### config.mk
export PLATFORM = sky130hd
export DESIGN_NAME = temperature_to_bcd_display
export DESIGN_NICKNAME = d
export VERILOG_FILES = /design/src/tbcd_pkg.sv /design/src/tbcd_scale.sv /design/src/tbcd_digits.sv /design/src/temperature_to_bcd_display.sv
export VERILOG_INCLUDE_DIRS = /design/src /design/src/src
export SDC_FILE = /design/constraint.sdc
export NUM_CORES = 1
export LEC_CHECK = 0
export BUFFER_PORTS_ARGS = -buffer_cell sky130_fd_sc_hd__buf_4
export CAP_MARGIN = 20
export CORE_MARGIN = 3
export CORE_UTILIZATION = 67
export CTS_BUF_LIST = sky130_fd_sc_hd__clkbuf_16
export CTS_CLUSTER_SIZE = 10
export DETAILED_ROUTE_END_ITERATION = 16
export GPL_TIMING_DRIVEN = 0
export PLACE_DENSITY = 0.86
export SYNTH_ARGS = -nofsm -noshare
export SYNTH_HDL_FRONTEND = slang
export SYNTH_SLANG_ARGS = --single-unit
### constraint.sdc
create_clock -name clk -period 15.17 [get_ports clk]
set_input_delay 3.034 -clock clk [delete_from_list [all_inputs] [get_ports clk]]
set_output_delay 3.034 -clock clk [all_outputs]
set_load 0.05 [all_outputs]
### src/temperature_to_bcd_display_assert.svh
// ---------------------------------------------------------------------------
// Assertion macros for the temperature to BCD display block
// Concurrent assertion wrappers that are compiled away for synthesis.
// ---------------------------------------------------------------------------
`ifndef TEMPERATURE_TO_BCD_DISPLAY_ASSERT_SVH
`define TEMPERATURE_TO_BCD_DISPLAY_ASSERT_SVH

`ifndef SYNTHESIS

// Checked on every rising edge outside reset.
`define TBCD_ASSERT(lbl, clk_s, rstn_s, prop) \
  lbl: assert property (@(posedge clk_s) disable iff (!rstn_s) (prop)) \
    else $error("temperature_to_bcd_display: assertion failed");

// Checked on every rising edge, reset included.
`define TBCD_ASSERT_ALWAYS(lbl, clk_s, prop) \
  lbl: assert property (@(posedge clk_s) (prop)) \
    else $error("temperature_to_bcd_display: reset assertion failed");

`else

`define TBCD_ASSERT(lbl, clk_s, rstn_s, prop)
`define TBCD_ASSERT_ALWAYS(lbl, clk_s, prop)

`endif

`endif

### src/tbcd_pkg.sv
// ---------------------------------------------------------------------------
// Temperature to BCD display package
// Widths, scaling constants and the display record shared by the modules.
// ---------------------------------------------------------------------------
package tbcd_pkg;

  localparam int RAW_W   = 16;  // sensor reading width
  localparam int NUM_W   = 22;  // signed hundredths times 32
  localparam int VALUE_W = 16;  // magnitude in hundredths of a degree
  localparam int DIGIT_W = 4;
  localparam int FRAC_SHIFT = 5;  // divide by 32

  // Hundredths times 32: Celsius raw*25, Fahrenheit raw*45 + 32*100*32.
  localparam logic signed [NUM_W-1:0] C_MULT   = 22'sd25;
  localparam logic signed [NUM_W-1:0] F_MULT   = 22'sd45;
  localparam logic signed [NUM_W-1:0] F_OFFSET = 22'sd102400;

  localparam logic [VALUE_W-1:0] BLANK_LIMIT = 16'd1000;

  typedef struct packed {
    logic                  tens_blank;
    logic [DIGIT_W-1:0]    tens;
    logic [DIGIT_W-1:0]    ones;
    logic [DIGIT_W-1:0]    tenths;
    logic [DIGIT_W-1:0]    hundredths;
    logic                  unit_is_f;
  } disp_t;

endpackage

### src/tbcd_scale.sv
// ---------------------------------------------------------------------------
// Temperature scaling
// Converts a raw reading to the magnitude in hundredths of a degree.
// ---------------------------------------------------------------------------
module tbcd_scale
  import tbcd_pkg::*;
(
  input  logic signed [RAW_W-1:0]   raw_temp,
  input  logic                      fahrenheit,
  output logic        [VALUE_W-1:0] value
);

  logic signed [NUM_W-1:0] raw_ext;
  logic signed [NUM_W-1:0] num;
  logic        [NUM_W-1:0] mag;

  always_comb begin
    raw_ext = $signed({{(NUM_W-RAW_W){raw_temp[RAW_W-1]}}, raw_temp});
    if (fahrenheit) begin
      num = raw_ext * F_MULT + F_OFFSET;
    end else begin
      num = raw_ext * C_MULT;
    end
    // Truncation toward zero: divide the magnitude, not the signed value.
    mag   = num[NUM_W-1] ? $unsigned(-num) : $unsigned(num);
    value = mag[FRAC_SHIFT +: VALUE_W];
  end

endmodule

### src/tbcd_digits.sv
// ---------------------------------------------------------------------------
// Decimal digit split
// Splits the magnitude into four decimal digits with tens blanking.
// ---------------------------------------------------------------------------
module tbcd_digits
  import tbcd_pkg::*;
(
  input  logic [VALUE_W-1:0] value,
  input  logic               unit_is_f,
  output disp_t              disp
);

  localparam int PROD_W = 48;

  // Reciprocals are exact for every magnitude the scaling can produce.
  localparam logic [PROD_W-1:0] RECIP_10    = 48'd52429;
  localparam int                SHIFT_10    = 19;
  localparam logic [PROD_W-1:0] RECIP_100   = 48'd83887;
  localparam int                SHIFT_100   = 23;
  localparam logic [PROD_W-1:0] RECIP_1000  = 48'd67109;
  localparam int                SHIFT_1000  = 26;
  localparam logic [PROD_W-1:0] RECIP_10000 = 48'd53688;
  localparam int                SHIFT_10000 = 29;

  localparam logic [VALUE_W-1:0] TEN = 16'd10;

  function automatic logic [VALUE_W-1:0] div_const(input logic [VALUE_W-1:0] v,
                                                   input logic [PROD_W-1:0] recip,
                                                   input int shift);
    logic [PROD_W-1:0] prod;
    prod = PROD_W'(v) * recip;
    return prod[shift +: VALUE_W];
  endfunction

  logic [VALUE_W-1:0] q1, q2, q3, q4;
  logic [VALUE_W-1:0] r0, r1, r2, r3;

  always_comb begin
    q1 = div_const(value, RECIP_10, SHIFT_10);
    q2 = div_const(value, RECIP_100, SHIFT_100);
    q3 = div_const(value, RECIP_1000, SHIFT_1000);
    q4 = div_const(value, RECIP_10000, SHIFT_10000);
    r0 = value - q1 * TEN;
    r1 = q1 - q2 * TEN;
    r2 = q2 - q3 * TEN;
    r3 = q3 - q4 * TEN;

    disp.unit_is_f  = unit_is_f;
    disp.hundredths = r0[DIGIT_W-1:0];
    disp.tenths     = r1[DIGIT_W-1:0];
    disp.ones       = r2[DIGIT_W-1:0];
    disp.tens       = r3[DIGIT_W-1:0];
    disp.tens_blank = (value < BLANK_LIMIT);
  end

endmodule

### src/temperature_to_bcd_display.sv
// ---------------------------------------------------------------------------
// Temperature to BCD display
// Turns sensor readings into four display digits, a unit and tens blanking.
// ---------------------------------------------------------------------------
// Each input item carries a read status, a signed reading at 128 counts per
// degree Celsius and a Fahrenheit select. Each item yields exactly one result
// item: the unit flag, the tens, ones, tenths and hundredths digits of the
// absolute temperature in hundredths of a degree, and a tens blank flag.
// An item whose read failed repeats the previous display unchanged.
// Both channels use valid and stall; an item moves at a rising edge where
// valid is high and stall is low.
// The input register captures the item at the accepting edge, the scaling
// multiply and the reciprocal digit split follow, and the result register
// captures the display when the result stage moves. Throughput is one
// item per cycle while the receiver does not stall, set by the single
// pass of logic between the two registers.
// When the receiver stalls, the result register holds; the input register
// still takes one more item if it is empty, and only then is in_stall raised.
// A synchronous active-low reset empties both stages and sets the shown
// display to all zeros: unit C, all digits 0, tens not blanked.
// ---------------------------------------------------------------------------
`include "temperature_to_bcd_display_assert.svh"

module temperature_to_bcd_display
  import tbcd_pkg::*;
(
  input  logic                      clk,
  input  logic                      rst_n,

  input  logic                      in_valid,
  output logic                      in_stall,
  input  logic                      in_read_ok,
  input  logic signed [RAW_W-1:0]   in_raw_temp,
  input  logic                      in_fahrenheit,

  output logic                      out_valid,
  input  logic                      out_stall,
  output logic                      out_unit_is_f,
  output logic        [DIGIT_W-1:0] out_digit_hundredths,
  output logic        [DIGIT_W-1:0] out_digit_tenths,
  output logic        [DIGIT_W-1:0] out_digit_ones,
  output logic        [DIGIT_W-1:0] out_digit_tens,
  output logic                      out_tens_blank
);

  // Input stage.
  logic                    s1_valid_r;
  logic                    s1_read_ok_r;
  logic signed [RAW_W-1:0] s1_raw_r;
  logic                    s1_fahrenheit_r;

  // Result stage. The result register doubles as the remembered display,
  // so a failed read simply leaves it as it is.
  logic  out_valid_r;
  disp_t out_disp_r;
  disp_t out_disp_nxt;

  logic               adv_out;
  logic               adv_s1;
  logic [VALUE_W-1:0] value;
  disp_t              new_disp;

  // The result stage moves when it is empty or its item is being taken;
  // the input stage moves when it is empty or can hand its item on.
  assign adv_out  = !out_valid_r || !out_stall;
  assign adv_s1   = !s1_valid_r || adv_out;
  assign in_stall = !adv_s1;

  tbcd_scale u_scale (
    .raw_temp   (s1_raw_r),
    .fahrenheit (s1_fahrenheit_r),
    .value      (value)
  );

  tbcd_digits u_digits (
    .value     (value),
    .unit_is_f (s1_fahrenheit_r),
    .disp      (new_disp)
  );

  always_comb begin
    out_disp_nxt = out_disp_r;
    if (adv_out && s1_valid_r && s1_read_ok_r) begin
      out_disp_nxt = new_disp;
    end
  end

  always_ff @(posedge clk) begin
    if (!rst_n) begin
      s1_valid_r  <= 1'b0;
      out_valid_r <= 1'b0;
      out_disp_r  <= '0;
    end else begin
      if (adv_s1) begin
        s1_valid_r <= in_valid;
      end
      if (adv_out) begin
        out_valid_r <= s1_valid_r;
      end
      out_disp_r <= out_disp_nxt;
    end
  end

  // Payload of the input stage needs no reset.
  always_ff @(posedge clk) begin
    if (adv_s1 && in_valid) begin
      s1_read_ok_r    <= in_read_ok;
      s1_raw_r        <= in_raw_temp;
      s1_fahrenheit_r <= in_fahrenheit;
    end
  end

  assign out_valid            = out_valid_r;
  assign out_unit_is_f        = out_disp_r.unit_is_f;
  assign out_digit_hundredths = out_disp_r.hundredths;
  assign out_digit_tenths     = out_disp_r.tenths;
  assign out_digit_ones       = out_disp_r.ones;
  assign out_digit_tens       = out_disp_r.tens;
  assign out_tens_blank       = out_disp_r.tens_blank;

  // An accepted item always lands in the input stage.
  `TBCD_ASSERT(a_accept_fills_s1, clk, rst_n, (in_valid && !in_stall) |=> s1_valid_r)
  // A failed read moving on leaves the shown display untouched.
  `TBCD_ASSERT(a_failed_read_holds, clk, rst_n,
    (adv_out && s1_valid_r && !s1_read_ok_r) |=> $stable(out_disp_r))
  // Every offered digit is a decimal digit.
  `TBCD_ASSERT(a_digits_decimal, clk, rst_n,
    out_valid_r |-> (out_disp_r.hundredths <= 4'd9 && out_disp_r.tenths <= 4'd9 &&
                     out_disp_r.ones <= 4'd9 && out_disp_r.tens <= 4'd9))
  // A blanked tens position only ever covers a zero digit.
  `TBCD_ASSERT(a_blank_means_zero, clk, rst_n, out_disp_r.tens_blank |-> (out_disp_r.tens == 4'd0))
  // Reset empties both stages.
  `TBCD_ASSERT_ALWAYS(a_reset_empties, clk, !rst_n |=> (!s1_valid_r && !out_valid_r))

endmodule

==> flow_summary.json, run 1 <==
{
  "nNetsFinal": 2792,
  "fmax_mhz": 68.9,
  "drt-initial-drc-count": 1136,
  "synth-main-ff-cell": "dfxtp_1",
  "crit_fanout": 11,
  "cpPeakStageDelay_ns": 0.83,
  "drc": 0,
  "endpoint_kind": "register",
  "synth_seq_cells": 38,
  "pin_count": 42,
  "min_period_ns": 14.50,
  "numCtsBuffers": 5,
  "worst_pin_slew_ns": 0.999,
  "vias": 13939,
  "first_global_vias": 15451,
  "postSynthCellCount": 1918,
  "dr.pass1.iters": 7,
  "start_util": 0.692,
  "numPortBuffers": 41,
  "yosys_warnings": 0,
  "maxSlewViolCount": 0,
  "path_buf_inv": 7,
  "crit_arrival_ns": 14.73,
  "coreArea_um2": 27300,
  "path_clk_slew_ns": 0.06,
  "overflow": 0,
  "cp_slowest_cell": "ha_1",
  "die_h_um": 174,
  "antenna_found_initial": 0,
  "critical-path-top-delay-family": "adder cells",
  "seq_area_frac_synth": 0.0497,
  "dieArea_um2": 30300,
  "fin_crit_sh": 0.956,
  "clockBufferDepth": 2,
  "skew_ns": 0.00368,
  "rows": 60,
  "holdBufCountCts": 0,
  "syn_to_final_growth_pct": 6.64,
  "cts_tree": "done",
  "antennaDiodeCount": 0,
  "cts-root-buf": "clkbuf_16",
  "wl_per_cell_um": 20.7,
  "grt_pass1_wl_um": 79400,
  "cap_violations": 0,
  "die_w_um": 174,
  "status": "finished clean",
  "synth-edff-count": 18,
  "ant_nets": 0,
  "report.final.hold_viol_count": 0,
  "hold_class": "register to register",
  "gp_congestion": 0.997,
  "cts_setup_buffers": 0,
  "wirelength_um": 48700,
  "rsz0062_at_grt": "no",
  "viasPerCell": 5.93,
  "slew_headroom": 0.333,
  "cp-start-kind": "register",
  "crit_top_cell": "xnor2_1",
  "crit_required_ns": 15.40,
  "clock_latency_ns": 0.29,
  "fin_util": 0.738,
  "grt_max_degree": 21,
  "dp_hpwl_um": 41700,
  "syn_nets": 2731,
  "syn_avg_cell_area_um2": 9.86,
  "setup_viol": 0,
  "grt_util_all_layers": 0.333,
  "drive_gt1_frac": 0.0586,
  "syn-cell-area_um2": 18900,
  "path_class": "register to register",
  "ctsResizeCount": 0,
  "ys_types": 87,
  "h-tree-depth": 2,
  "synthArstFlopShare": 0,
  "clock_sinks": 38
}
## sequential cells by signal, summed over array words and instances (netlist names)
name,flops
out_tens_blank,1
out_digit_ones,4
s1_raw_r,16
out_digit_hundredths,4
out_unit_is_f,1
s1_valid_r,1
out_digit_tens,4
out_digit_tenths,4
out_valid,1
s1_read_ok_r,1
s1_fahrenheit_r,1
## worst min-delay path, delay by kind of cell (launching register included)
| family | cells | cell delay, ns |
|---|---|---|
| AO/OA/AOI/OAI | 1 | 0.05 |
| flip-flops | 1 | 0.31 |
| AND/OR/NAND/NOR | 1 | 0.05 |
## per-stage QoR
step | instances | setup TNS [ns] | worst slack (ns) | cell area (um2) | hold slack (ns)
finish | 2352 | 0 | 0.666 | 20200 | 0.466
global route | 2352 | 0 | 0.0851 | 20200 | 0.492
CTS | 2352 | 0 | 0.886 | 20200 | 0.464
detailed placement | 2344 | 0 | 1.03 | 20000 | 0.453
global placement | 2331 | -0.168 | -0.168 | 19700 | 0.446
floorplan | 1918 | 0 | 2.55 | 18900 | 0.464
## per-layer routing
metal	part of all wire	routed length, um	vias to the layer above	global-route usage
li1	-	-	6235	-
met4	0.040	1940	0	0.114
met5	0	0	-	0
met3	0.098	4770	141	0.0712
met2	0.48	23300	715	0.566
met1	0.38	18700	6848	0.425
## logic make-up after synthesis
kind of cell | Yosys count | share of synthesized area
xor gates and xnor gates | 79 | 0.0401
and+or+nand+nor | 201 | 0.0538
adders and majority gates | 791 | 0.653
muxes | 10 | 0.00549
AOI/OAI and AO/OA | 226 | 0.0835
buffers and inverters | 573 | 0.115
DFF | 38 | 0.0497
## final cells by class
cell class	count	area (um2)
Buffer	14	63.8
Clock buffer	6	150
Clock inverter	2	38.8
Fill cell	1774	7150
Inverter	559	2100
Multi-Input combinational cell	1307	15900
Sequential cell	38	941
Tap cell	372	465
Timing Repair Buffer	54	493
## final timing paths
| path | startpoint | to | slack (ns) | depth (start not counted) |
|---|---|---|---|---|
| worst min register to register | out_digit_tenths[0] | out_digit_tenths[0] | 0.47 | 2 |
| worst max-delay path | s1_raw_r[3] | out_digit_tenths[3] | 0.67 | 46 |
| worst max register to register | s1_raw_r[3] | out_digit_tenths[3] | 0.67 | 46 |
| worst min-delay path | out_digit_tenths[0] | out_digit_tenths[0] | 0.47 | 2 |
## cell usage after synthesis (3+ instances only)
master,instances,area (um2)
nand2b_1,7,43.8
a21o_1,28,210
buf_1,3,11.3
nor2b_1,8,50.1
edfxtp_1,18,541
fa_1,327,6550
a2111oi_0,5,43.8
o21a_1,10,75.1
o22ai_1,3,18.8
nor3_1,9,45.0
mux2i_1,7,70.1
o21bai_1,5,37.5
a211o_1,5,43.8
o21ai_1,4,20.0
and3_1,8,50.1
nor4_1,5,31.3
o31ai_1,7,52.6
a211oi_2,3,37.5
xnor3_1,3,67.6
xnor2_1,55,482
buf_2,3,15.0
nor2_1,43,161
xor2_1,19,166
nand4_1,10,62.6
nand3_1,16,80.1
dfxtp_1,20,400
o21ai_0,28,140
or2_2,6,37.5
clkbuf_1,7,26.3
o221ai_1,3,26.3
a221oi_2,3,45.0
a21oi_1,65,325
and4_1,4,35.0
o211ai_1,7,52.6
inv_1,555,2080
nand2_1,62,233
a31oi_1,5,31.3
ha_1,464,5810
or3_1,6,37.5
a211oi_1,13,97.6
## cells in the final DEF, fill, tap and decap left out, drive strengths merged, types with 13 or more instances in the layout
cell    count
a211oi     16
a21o       28
a21oi      68
buf        61
clkbuf     13
dfxtp      20
edfxtp     18
fa        327
ha        464
inv       556
nand2      63
nand3      16
nor2       45
o21ai      32
xnor2      57
xor2       19
Power of run 1 is not shown: default switching activity piles up to over one toggle a cycle in this logic, so the estimate is an artifact.
==> inputs of run 2 (changes only) <==
--- a/config.mk
+++ b/config.mk
@@ -6,7 +6,7 @@
 export SDC_FILE = /design/constraint.sdc
 export NUM_CORES = 1
 export LEC_CHECK = 0
-export BUFFER_PORTS_ARGS = -buffer_cell sky130_fd_sc_hd__buf_4
+export BUFFER_PORTS_ARGS = -buffer_cell sky130_fd_sc_hd__buf_2
 export CAP_MARGIN = 20
 export CORE_MARGIN = 3
 export CORE_UTILIZATION = 67
==> run 2 against run 1 <==
  * Maximum frequency decreased by 0.49%
  * Non-clock buffer count did not move
  * Wire length up 0.76%
  * Critical path depth grew 3
  * Cell area decreased by 0.40%
  * Cell count about the same
  * Critical path type unchanged
  * Highest routed layer unchanged
==> flow_summary.json, run 2 (synthesis gave the netlist of run 1 again) <==
{
  "pin_count": 42,
  "nNetsFinal": 2792,
  "endpoint_kind": "register",
  "cts_setup_buffers": 0,
  "drc": 0,
  "crit_required_ns": 15.39,
  "hold_class": "register to register",
  "grt_util_all_layers": 0.333,
  "path_clk_slew_ns": 0.06,
  "die_w_um": 174,
  "fill_cells": 1826,
  "slew_headroom": 0.319,
  "die_h_um": 174,
  "antenna_found_initial": 1,
  "fmax_mhz": 68.6,
  "start_util": 0.692,
  "fin_crit_sh": 0.961,
  "mostFrequentLayoutCells": "555 x inv_1, 464 x ha_1, 327 x fa_1",
  "coreArea_um2": 27300,
  "worst_pin_slew_ns": 1.02,
  "numPortBuffers": 41,
  "min_period_ns": 14.58,
  "fin_cells": 2353,
  "min_to": "out_digit_tenths[2]",
  "gp_congestion": 0.996,
  "dp_hpwl_um": 42100,
  "grt_max_degree": 21,
  "clock_latency_ns": 0.29,
  "rows": 60,
  "crit_top_cell": "fa_1",
  "maxSlewViolCount": 0,
  "timing.rr.end": "out_digit_tenths[3]",
  "dieArea_um2": 30300,
  "worstHoldStart": "out_digit_tenths[2]",
  "cp_slowest_cell": "fa_1",
  "h-tree-depth": 2,
  "cpPeakStageDelay_ns": 0.73,
  "top_register": "s1_raw_r",
  "cts_tree": "done",
  "drt-initial-drc-count": 990,
  "overflow": 0,
  "largest_reg_flops": 16,
  "cp-start-kind": "register",
  "wl_per_cell_um": 20.8,
  "setup_viol": 0,
  "ant_nets": 0,
  "report.final.hold_viol_count": 0,
  "first_global_vias": 15350,
  "critical-path-top-delay-family": "adder cells",
  "multi_input_comb_area_um2": 15900,
  "skew_ns": 0.00485,
  "regToRegSetupSlack_ns": 0.59,
  "vias": 14026,
  "dpl-instance-area_um2": 19900,
  "path_class": "register to register",
  "seq_area_um2": 941,
  "worst_hold_slack_ns": 0.458,
  "hold_path_depth": 2,
  "finalInstanceArea_um2": 20100,
  "r2r-start": "s1_raw_r[7]",
  "clock_sinks": 38,
  "crit_arrival_ns": 14.79,
  "dp.cells": 2344,
  "syn_to_final_growth_pct": 6.21,
  "dr.pass1.iters": 5,
  "clockBufferDepth": 2,
  "reg2reg_depth": 49,
  "wirelength_um": 49000,
  "status": "finished clean",
  "cap_violations": 0,
  "crit_fanout": 10,
  "drive_gt1_frac": 0.0586,
  "grt_pass1_wl_um": 79400,
  "crit_start": "s1_raw_r[7]",
  "final_common_cell": "inv_1",
  "path_buf_inv": 10,
  "viasPerCell": 5.96,
  "numCtsBuffers": 5,
  "cts-root-buf": "clkbuf_16"
}
run 2: cell type report:
type | instances | area share
inverters | 559 | 0.105
well taps | 372 | 0.0232
diodes | 1 | 0.000125
multi-input cells | 1307 | 0.793
clock inverters | 2 | 0.00193
plain buffers | 14 | 0.00318
repair buffers | 54 | 0.0192
flip-flops and latches | 38 | 0.0468
clock buffers | 6 | 0.00747
run 2: worst min-delay path, delay by kind of cell (launching register included):
| family | cells | cell delay, ns |
|---|---|---|
| DFF | 1 | 0.31 |
| and+or+nand+nor | 1 | 0.05 |
| AOI/OAI and AO/OA | 1 | 0.05 |
run 2: worst max-delay path by stage:
stage	to	slack, ns	cells past startpoint
4_1_cts	out_digit_tenths[3]	0.73	49
3_3_place_gp	out_digit_tenths[3]	-0.25	48
2_1_floorplan	out_digit_tenths[3]	2.55	48
6_report	out_digit_tenths[3]	0.59	49
3_5_place_dp	out_digit_tenths[3]	0.93	49
5_1_grt	out_digit_tenths[3]	-0.02	49
run 2: through the flow:
| stage | util | setup WS (ns) | TNS, ns |
|---|---|---|---|
| 2_1_floorplan | - | 2.55 | 0 |
| 3_3_place_gp | 0.717 | -0.252 | -0.252 |
| 3_5_place_dp | 0.728 | 0.928 | 0 |
| 4_1_cts | 0.734 | 0.735 | 0 |
| 5_1_grt | 0.735 | -0.0202 | -0.0202 |
| 6_report | 0.735 | 0.594 | 0 |
run 2: timing repair:
item | in CTS | in global routing
hold buffers | 0 | 0
endpoints found under the setup margin | 0 | 1
endpoints found under the hold margin | 0 | 0
resized for setup | 0 | 2
run 2: per-layer routing:
layer	vias to the layer above	GRT usage	wire length, um
met1	6893	0.421	19000
li1	6233	-	-
met4	0	0.141	2470
met2	709	0.556	23000
met5	-	0	0
met3	191	0.0732	4570
Power of run 2 is left out for the same reason.
==> inputs of run 3 (changes only) <==
--- a/config.mk
+++ b/config.mk
@@ -15,6 +15,7 @@
 export DETAILED_ROUTE_END_ITERATION = 16
 export GPL_TIMING_DRIVEN = 0
 export PLACE_DENSITY = 0.86
+export RECOVER_POWER = 25
 export SYNTH_ARGS = -nofsm -noshare
 export SYNTH_HDL_FRONTEND = slang
 export SYNTH_SLANG_ARGS = --single-unit
==> constraint.sdc (replaced) <==
create_clock -name clk -period 15.2 [get_ports clk]
set_input_delay 3.04 -clock clk [delete_from_list [all_inputs] [get_ports clk]]
set_output_delay 3.04 -clock clk [all_outputs]
set_load 0.05 [all_outputs]
==> run 3 against run 2 <==
  * Sequential share of layout area about the same
  * Non-clock buffer count unchanged
  * Core utilization about the same
  * Via count about the same
  * Cell count unchanged
  * Die area unchanged
  * Wire length about the same
  * Count of clock-buffer cells in the layout unchanged
  * First-iteration DRC count unchanged
  * Clock skew about the same
  * Largest cell class unchanged
==> flow_summary.json, run 3 (synthesis gave the netlist of run 1 again) <==
{
  "rsz0062_at_grt": "no",
  "die_w_um": 174,
  "cts_setup_buffers": 0,
  "ctsResizeCount": 0,
  "antenna_found_initial": 1,
  "nNetsFinal": 2792,
  "numPortBuffers": 41,
  "maxSlewViolCount": 0,
  "holdBufCountCts": 0,
  "clock_sinks": 38,
  "rows": 60,
  "drive_gt1_frac": 0.0581,
  "path_class": "register to register",
  "largest_reg_flops": 16,
  "cts-root-buf": "clkbuf_16",
  "top_register": "s1_raw_r",
  "vias": 14018,
  "crit_top_cell": "fa_1",
  "pin_count": 42,
  "coreArea_um2": 27300,
  "grt_max_degree": 21,
  "die_h_um": 174,
  "fmax_mhz": 68.6,
  "mostFrequentLayoutCells": "555 x inv_1, 464 x ha_1, 327 x fa_1",
  "first_global_vias": 15350,
  "wl_per_cell_um": 20.8,
  "hold_class": "register to register",
  "start_util": 0.692,
  "finalInstanceArea_um2": 20100,
  "crit_required_ns": 15.42,
  "gp_congestion": 0.996,
  "cts_tree": "done",
  "status": "finished clean",
  "regToRegSetupSlack_ns": 0.63,
  "clock_latency_ns": 0.29,
  "drc": 0,
  "endpoint_kind": "register",
  "grt_util_all_layers": 0.333,
  "crit_fanout": 10,
  "min_period_ns": 14.57,
  "syn_to_final_growth_pct": 6.20,
  "viasPerCell": 5.96,
  "worst_pin_slew_ns": 1.02,
  "ant_nets": 0,
  "setup_viol": 0,
  "clockBufferDepth": 2,
  "dieArea_um2": 30300,
  "numCtsBuffers": 5,
  "cp_slowest_cell": "fa_1",
  "fin_crit_sh": 0.958,
  "h-tree-depth": 2,
  "cap_violations": 0,
  "final_common_cell": "inv_1",
  "dpl-instance-area_um2": 19900,
  "cpPeakStageDelay_ns": 0.73,
  "skew_ns": 0.00477,
  "report.final.hold_viol_count": 0,
  "cp-start-kind": "register",
  "drt-initial-drc-count": 990,
  "dr.pass1.iters": 5,
  "slew_headroom": 0.319,
  "overflow": 0,
  "crit_arrival_ns": 14.79,
  "dp_hpwl_um": 42100,
  "grt_pass1_wl_um": 79400,
  "wirelength_um": 49000,
  "path_clk_slew_ns": 0.06
}
## run 3: per-layer routing
| layer | global-route usage | vias up | part of all wire |
|---|---|---|---|
| met1 | 0.421 | 6879 | 0.39 |
| met3 | 0.0732 | 191 | 0.092 |
| met5 | 0 | - | 0 |
| met4 | 0.141 | 0 | 0.051 |
| met2 | 0.556 | 715 | 0.47 |
| li1 | - | 6233 | - |
## run 3: final timing paths
path                                            end                 from  cells after the start
worst max-delay path            out_digit_tenths[3]          s1_raw_r[7]                     49
worst min-delay path            out_digit_tenths[2]  out_digit_tenths[2]                      2
worst max register to register  out_digit_tenths[3]          s1_raw_r[7]                     49
worst min register to register  out_digit_tenths[2]  out_digit_tenths[2]                      2
## run 3: final cells by class
type / instances / area (um2)
diodes: 1 / 2.50
clock inverters: 2 / 38.8
clock buffers: 6 / 150
plain buffers: 14 / 63.8
fillers: 1827 / 7230
flip-flops and latches: 38 / 941
well taps: 372 / 465
inverters: 559 / 2100
multi-input cells: 1307 / 15900
repair buffers: 54 / 385
## run 3: worst max-delay path: cells and delay by family (launching register included)
family / cells / cell delay [ns]
buf+inv: 10 / 1.25
xor+xnor: 9 / 1.89
fa+ha+maj: 14 / 6.38
simple gates: 9 / 2.21
flops: 1 / 0.57
compound gates: 7 / 2.16
## run 3: per-stage QoR
stage / cells / util / setup slack, ns / setup TNS (ns) / hold slack [ns]
after floorplan: 1918 / - / 2.58 / 0 / 0.464
after global placement: 2331 / 0.717 / -0.222 / -0.222 / 0.443
after detailed placement: 2344 / 0.728 / 0.958 / 0 / 0.445
after CTS: 2352 / 0.734 / 0.765 / 0 / 0.457
after global routing: 2353 / 0.735 / 0.00976 / 0 / 0.485
final: 2353 / 0.735 / 0.632 / 0 / 0.458
Power of run 3 is left out for the same reason.
